--- src/rtl/rgb2yc_pkg.sv ---
// Package for the BT.2020 RGB to narrow-range YCbCr converter.
// Holds widths, conversion weights, depth codes and the sideband type.
// No dependencies; every other file of the block imports it.
package rgb2yc_pkg;

  // Payload and datapath widths.
  localparam int PIX_W  = 16;  // one color component or one result component
  localparam int CFG_W  = 5;   // configuration register width
  localparam int SUM_W  = 30;  // weighted sums, at most 10000 * 65535
  localparam int DEN_W  = 31;  // divisors, at most 18814 * 65535
  localparam int REM_W  = 31;  // divider partial remainder, always below the divisor
  localparam int APB_AW = 3;
  localparam int APB_DW = 32;

  // BT.2020 luma weights scaled by 10000, and the chroma divisors scaled alike.
  localparam logic [13:0] W_R    = 14'd2627;
  localparam logic [13:0] W_G    = 14'd6780;
  localparam logic [13:0] W_B    = 14'd593;
  localparam logic [13:0] W_SUM  = 14'd10000;
  localparam logic [14:0] CB_DIV = 15'd18814;
  localparam logic [14:0] CR_DIV = 15'd14746;

  // Narrow-range scales at 8 bits; deeper outputs shift them up.
  localparam logic [7:0] LUMA_SCALE   = 8'd219;
  localparam logic [7:0] CHROMA_SCALE = 8'd224;

  // Supported output depths.
  localparam logic [CFG_W-1:0] OUT_DEPTH_8  = 5'd8;
  localparam logic [CFG_W-1:0] OUT_DEPTH_10 = 5'd10;
  localparam logic [CFG_W-1:0] OUT_DEPTH_12 = 5'd12;
  localparam logic [CFG_W-1:0] OUT_DEPTH_16 = 5'd16;

  // Input depth limits and the reset depth of both registers.
  localparam logic [CFG_W-1:0] RGB_DEPTH_MIN   = 5'd1;
  localparam logic [CFG_W-1:0] RGB_DEPTH_MAX   = 5'd16;
  localparam logic [CFG_W-1:0] CFG_RESET_DEPTH = 5'd8;

  // Luma black level and chroma mid level per output depth.
  localparam logic [PIX_W-1:0] LUMA_OFS_8    = 16'd16;
  localparam logic [PIX_W-1:0] LUMA_OFS_10   = 16'd64;
  localparam logic [PIX_W-1:0] LUMA_OFS_12   = 16'd256;
  localparam logic [PIX_W-1:0] LUMA_OFS_16   = 16'd4096;
  localparam logic [PIX_W-1:0] CHROMA_MID_8  = 16'd128;
  localparam logic [PIX_W-1:0] CHROMA_MID_10 = 16'd512;
  localparam logic [PIX_W-1:0] CHROMA_MID_12 = 16'd2048;
  localparam logic [PIX_W-1:0] CHROMA_MID_16 = 16'd32768;

  // Register index, taken from bit 2 of the byte address.
  typedef enum logic {
    REG_RGB_DEPTH = 1'b0,
    REG_YCC_DEPTH = 1'b1
  } reg_idx_e;

  // Per-pixel flags that travel beside the dividers.
  typedef struct packed {
    logic y_sat;
    logic cb_neg;
    logic cb_sat;
    logic cr_neg;
    logic cr_sat;
  } side_t;

endpackage

--- src/rtl/rgb2yc_divider.sv ---
// Pipelined restoring divider: one quotient bit per register stage, FRAC_BITS stages.
// Computes floor(num * 2^FRAC_BITS / den) for num < den. Depends on rgb2yc_pkg.
module rgb2yc_divider import rgb2yc_pkg::*; #(
  parameter int FRAC_BITS = 24
) (
  input  logic                 clk_i,
  input  logic                 en_i,
  input  logic [REM_W-1:0]     num_i,
  input  logic [DEN_W-1:0]     den_i,
  output logic [FRAC_BITS-1:0] quo_o
);

  logic [REM_W-1:0]     rem_q [FRAC_BITS];
  logic [FRAC_BITS-1:0] quo_q [FRAC_BITS];

  logic [REM_W-1:0]     rem_d [FRAC_BITS];
  logic [FRAC_BITS-1:0] quo_d [FRAC_BITS];

  // Each stage doubles the remainder and subtracts the divisor when it fits.
  always_comb begin
    logic [REM_W:0]       trial;
    logic [REM_W:0]       diff;
    logic                 ge;
    logic [FRAC_BITS-1:0] quo_in;
    for (int k = 0; k < FRAC_BITS; k++) begin
      if (k == 0) begin
        trial  = {num_i, 1'b0};
        quo_in = '0;
      end else begin
        trial  = {rem_q[k-1], 1'b0};
        quo_in = quo_q[k-1];
      end
      diff     = trial - {1'b0, den_i};
      ge       = (trial >= {1'b0, den_i});
      rem_d[k] = ge ? diff[REM_W-1:0] : trial[REM_W-1:0];
      quo_d[k] = {quo_in[FRAC_BITS-2:0], ge};
    end
  end

  always_ff @(posedge clk_i) begin
    if (en_i) begin
      for (int k = 0; k < FRAC_BITS; k++) begin
        rem_q[k] <= rem_d[k];
        quo_q[k] <= quo_d[k];
      end
    end
  end

  assign quo_o = quo_q[FRAC_BITS-1];

endmodule

--- config.mk ---
export PLATFORM = sky130hd
export DESIGN_NAME = rgb2yc_divider
export DESIGN_NICKNAME = d
export VERILOG_FILES = /design/src/rtl/rgb2yc_pkg.sv /design/src/rtl/rgb2yc_divider.sv
export SDC_FILE = /design/constraint.sdc
export NUM_CORES = 2
export LEC_CHECK = 0
export BUFFER_PORTS_ARGS = -buffer_cell sky130_fd_sc_hd__clkbuf_2
export CORE_MARGIN = 2
export CORE_UTILIZATION = 44
export CTS_BUF_LIST = sky130_fd_sc_hd__clkbuf_16
export CTS_CLUSTER_SIZE = 14
export DETAILED_ROUTE_END_ITERATION = 7
export PLACE_DENSITY_LB_ADDON = 0.25
export SLEW_MARGIN = 20
export SYNTH_ARGS = -nofsm -noshare
export SYNTH_HDL_FRONTEND = slang
export SYNTH_SLANG_ARGS = --single-unit
--- constraint.sdc ---
create_clock -name clk_i -period 6.4 [get_ports clk_i]
set_input_delay 0.32 -clock clk_i [delete_from_list [all_inputs] [get_ports clk_i]]
set_output_delay 0.32 -clock clk_i [all_outputs]
set_load 0.05 [all_outputs]
* Word-level counts from Yosys, hierarchy flattened
Memories as Yosys holds them, arrays and structs flattened. Index checks and enable logic that the tools add are counted.
Cells by class: add/subtract/negate cells 24, multipliers 0, div/mod/pow operators 0, $lt $le $gt $ge 24, equality and inequality tests 0, shift operators 0, multiplexer cells 26, bitwise gates (word level) 0, reductions and logical operators 0
Operators by type and width (count):
- >= comparator 32 x 31 -> 1 bit | 24
- two-way mux 31 bit | 24
- subtractor 31 bit | 24
- two-way mux 1 bit | 2
Word-level totals: register bits after elaboration 0, bits in latches 0, RAM bits 1320, memory bits (read-only) 0, input bits 64, output and inout port bits 24, logic and storage cells 76, memories kept 2
Memory list:
- rem_q | words 24, width 31, read ports 23, clocked after Yosys merged registers in 0, write ports 24, RTL line rgb2yc_divider.sv:13 | logic [REM_W-1:0] rem_q [FRAC_BITS];
- quo_q | words 24, width 24, read ports 24, clocked after Yosys merged registers in 0, write ports 24, RTL line rgb2yc_divider.sv:14 | logic [FRAC_BITS-1:0] quo_q [FRAC_BITS];

* Longest topological paths before layout
An unclocked memory read counts as a cell.
depth after elaboration 3, gate-level depth with buffers 16, depth with buffers taken out 12

* Least setup slack after synthesis
Ideal clock, no wire load.
path kind input -> register, start point input port den_i[0], end point memory rem_q[13][2] (netlist: rem_q[1][157]), data pin, arrival 5.256 ns, required time 6.140 ns, setup slack 0.884 ns, stages on the path 15, path buffers 3, cells stage by stage buf_6 -> inv_2 -> clkbuf_1 -> fa_1 -> a211oi_1 -> o21bai_1 -> a211oi_1 -> o211a_1 -> nor2_1 -> a21o_1 -> o21ai_0 -> a21o_1 -> a31oi_1 -> buf_2 -> mux2_2
RTL lines:
- from (decl) | RTL line rgb2yc_divider.sv:9 | input logic [DEN_W-1:0] den_i,
- to (decl) | RTL line rgb2yc_divider.sv:13

==> run summary <==
Number of antenna-violating nets in the routed design: 0
Status: finished clean
R2R Setup Slk: 2040 ps
Reg area: 30,400 um2
Sequential fraction of the synthesis area: 41.6%
Total power: 0.0449 W
Clk sinks: 1,013
Vias per cell: 5.82
Fin crit period: 4360 ps
CTS tree: built
EDFF count, synth: 1,013
CP Buf/Inv Count: 0
Slew Limit Fails: 0
Largest net degree at the start of global routing: 172
DR iter-0 viols: 4,066
Syn Nets: 7,924
Number of global-route vias before repair: 52.9k
Total of max-cap violations: 0
Crit path DAT: 4860 ps
Slew @ Worst Pin: 1150 ps
Worst r2r dst: rem_q[2][190]$_DFFE_PP_
CTS H-tree lvls: 3
Min-Delay Path Class: in -> reg
Drt first pass iters: 6
Multi-input logic area: 41,400 um2
CP required: 6900 ps
Root Buffer: clkbuf_16
Share of the synthesized area in the top cell type: 41.6%
Synth unique cells: 96
Die ar.: 170,000 um2
Detailed Place HPWL: 136 mm
Most frequent cell after synthesis: edfxtp_1
Post-Synthesis Cells: 7,094
Cell Pwr Density: 556 nW/um2
DR WL/cell: 19.7 um
Diode count: 0
Critical-path top delay cell: nand3_2
Post-synthesis register bit count: 1,013
Antenna violations before repair: 8
Port Buffers: 87
CP Cell Sequence: ha_1 > a21oi_1 > o2111ai_1 > a31o_2 > a32oi_1 > and2_1 > a211oi_1 > o211ai_1 > nand3_2 > mux2_2
CTS Buf Count: 121
Predominant post-synthesis flop cell: edfxtp_1
RR Startpoint: rem_q[2][156]$_DFFE_PP_
RSZ-0062 raised after global routing: no
Drt drc: 0
Hold Path End: quo_q[2][135]$_DFFE_PP_
Maximum clock insertion buffer count: 3
Vias: 55.5k
Clock latency at the later pin of the worst-skew pair: 760 ps
IO Count: 88
Hold buffers post-CTS: 30
CP max FO: 42
CP peak stage delay: 790 ps
Placeable Area: 165,000 um2
PostCTS Resize Cnt: 0
Clock transition at path regs: 60 ps
Site Rows: 149
Share of cells above drive strength 1: 10.4%
Final wirelength: 188 mm
Hold path startpoint: en_i
Mapped Avg Cell Area: 10.3 um2
Die X: 412 um
Worst hold stages: 1
Cell taking the most area after synthesis: edfxtp_1
RePlAce Congestion: 0.927
Fmax: 230 MHz
Post-synth top cells: edfxtp_1 (1,013), ha_1 (743), a21oi_1 (694)
Share of synthesized registers carrying an async set or reset: 0%
Setup CP Type: reg -> reg
Top cells by area, synth: edfxtp_1 (42%), ha_1 (13%), a21oi_1 (4.7%)
Layout area overhead: 10.5%
Clock skew: 30.0 ps
Final setup vio count: 0
Setup bufs post-CTS: 0
Leak: 32.4 nW
Netlist Area Pre-Place: 73,200 um2
VDD IR-drop max: 0.000332 V
GRT Overall Usage: 21.6%
Fin nets: 8,082
TNS Setup: 0 ps
Initial Util: 44.4%
Slew margin rel.: 23.3%
R2R cell count: 10
GRT Residual Overflow: 0
Synth warnings: 0
Cell family with most CP delay: compound AO/OA/AOI/OAI gates
Global-route wire length before repair: 294 mm
Setup crit end kind: flop
Chip height: 412 um
Fillers: 15.1k
Fin. Hold Viols: 0
CP Launch Type: flop
Period utilization: 68.1%
stage by stage:
stage                     setup slack [ps]  hold slack [ps]  area (um2)  std cells  utilization (%)
after floorplan                        884              400       73200       7094                -
after global placement                1610              400       76600       9287             46.4
after global routing                  1860              171       80900       9541             49.0
after CTS                             2110              128       80800       9540             49.0
after detailed placement              1540              405       76600       9287             46.4
final                                 2040              160       80900       9541             49.0
logic make-up after synthesis:
group           Yosys count  synth area share [%]
mux                     334                  5.12
buf+inv                 379                  2.07
simple gates           1681                  10.8
compound gates         2304                  19.8
xor+xnor                617                  7.39
fa+ha+maj               766                  13.3
flops                  1013                  41.6
sequential cells by signal, summed over array words and instances (netlist names):
signal,count
quo_q,300
rem_q,713
cells in the final DEF, fill, tap and decap left out, types with 24 or more instances in the layout:
cell,instances
clkbuf_16,124
nand4_1,104
nand2b_1,85
xor2_1,240
a31oi_1,77
a21o_1,375
ha_1,743
buf_4,94
and3_1,60
inv_1,186
clkbuf_2,86
nor2b_1,78
dlygate4sd3_1,30
a21oi_1,693
xnor2_1,377
o31a_1,24
o21bai_1,93
edfxtp_1,1013
o31ai_1,51
o21a_1,71
nor3_1,83
clkinv_2,25
and2_1,28
or3_1,25
nand2_1,604
a211oi_1,71
clkinv_1,42
nor2_1,409
mux2_2,300
nand3_1,105
o21ai_0,573
worst max-delay path by stage:
| stage | start | to | depth (start not counted) |
|---|---|---|---|
| 2_1_floorplan | den_i[0] | rem_q[1][157]$_DFFE_PP_ | 15 |
| 3_3_place_gp | den_i[1] | rem_q[1][156]$_DFFE_PP_ | 14 |
| 3_5_place_dp | den_i[1] | rem_q[1][173]$_DFFE_PP_ | 14 |
| 4_1_cts | rem_q[2][156]$_DFFE_PP_ | rem_q[2][190]$_DFFE_PP_ | 10 |
| 5_1_grt | rem_q[2][155]$_SDFFCE_PN0P_ | rem_q[2][190]$_DFFE_PP_ | 10 |
| 6_report | rem_q[2][156]$_DFFE_PP_ | rem_q[2][190]$_DFFE_PP_ | 10 |
final cells by class:
type                       instances  area share [%]
clock buffer                     124            3.84
clock inverter                    99            1.01
inverter                         195           0.913
multi-input combinational       5702            51.2
sequential                      1013            37.6
tap                             2189            3.39
timing repair buffer             219            2.00
routing by layer:
layer / vias to the layer above / track usage, % / part of all wire [%]
met5: - / 0 / 0
met2: 1397 / 34.6 / 45
met4: 0 / 6.04 / 2.4
li1: 27300 / - / -
met1: 26500 / 30.6 / 48
met3: 303 / 2.87 / 4.9
report_power, final:
group / switching [W] / internal, W
Sequential: 0.00168 / 0.0115
Combinational: 0.0137 / 0.0112
Clock: 0.00285 / 0.00403
Total: 0.0182 / 0.0267
Note: power is estimated with default switching activity, not from simulation.
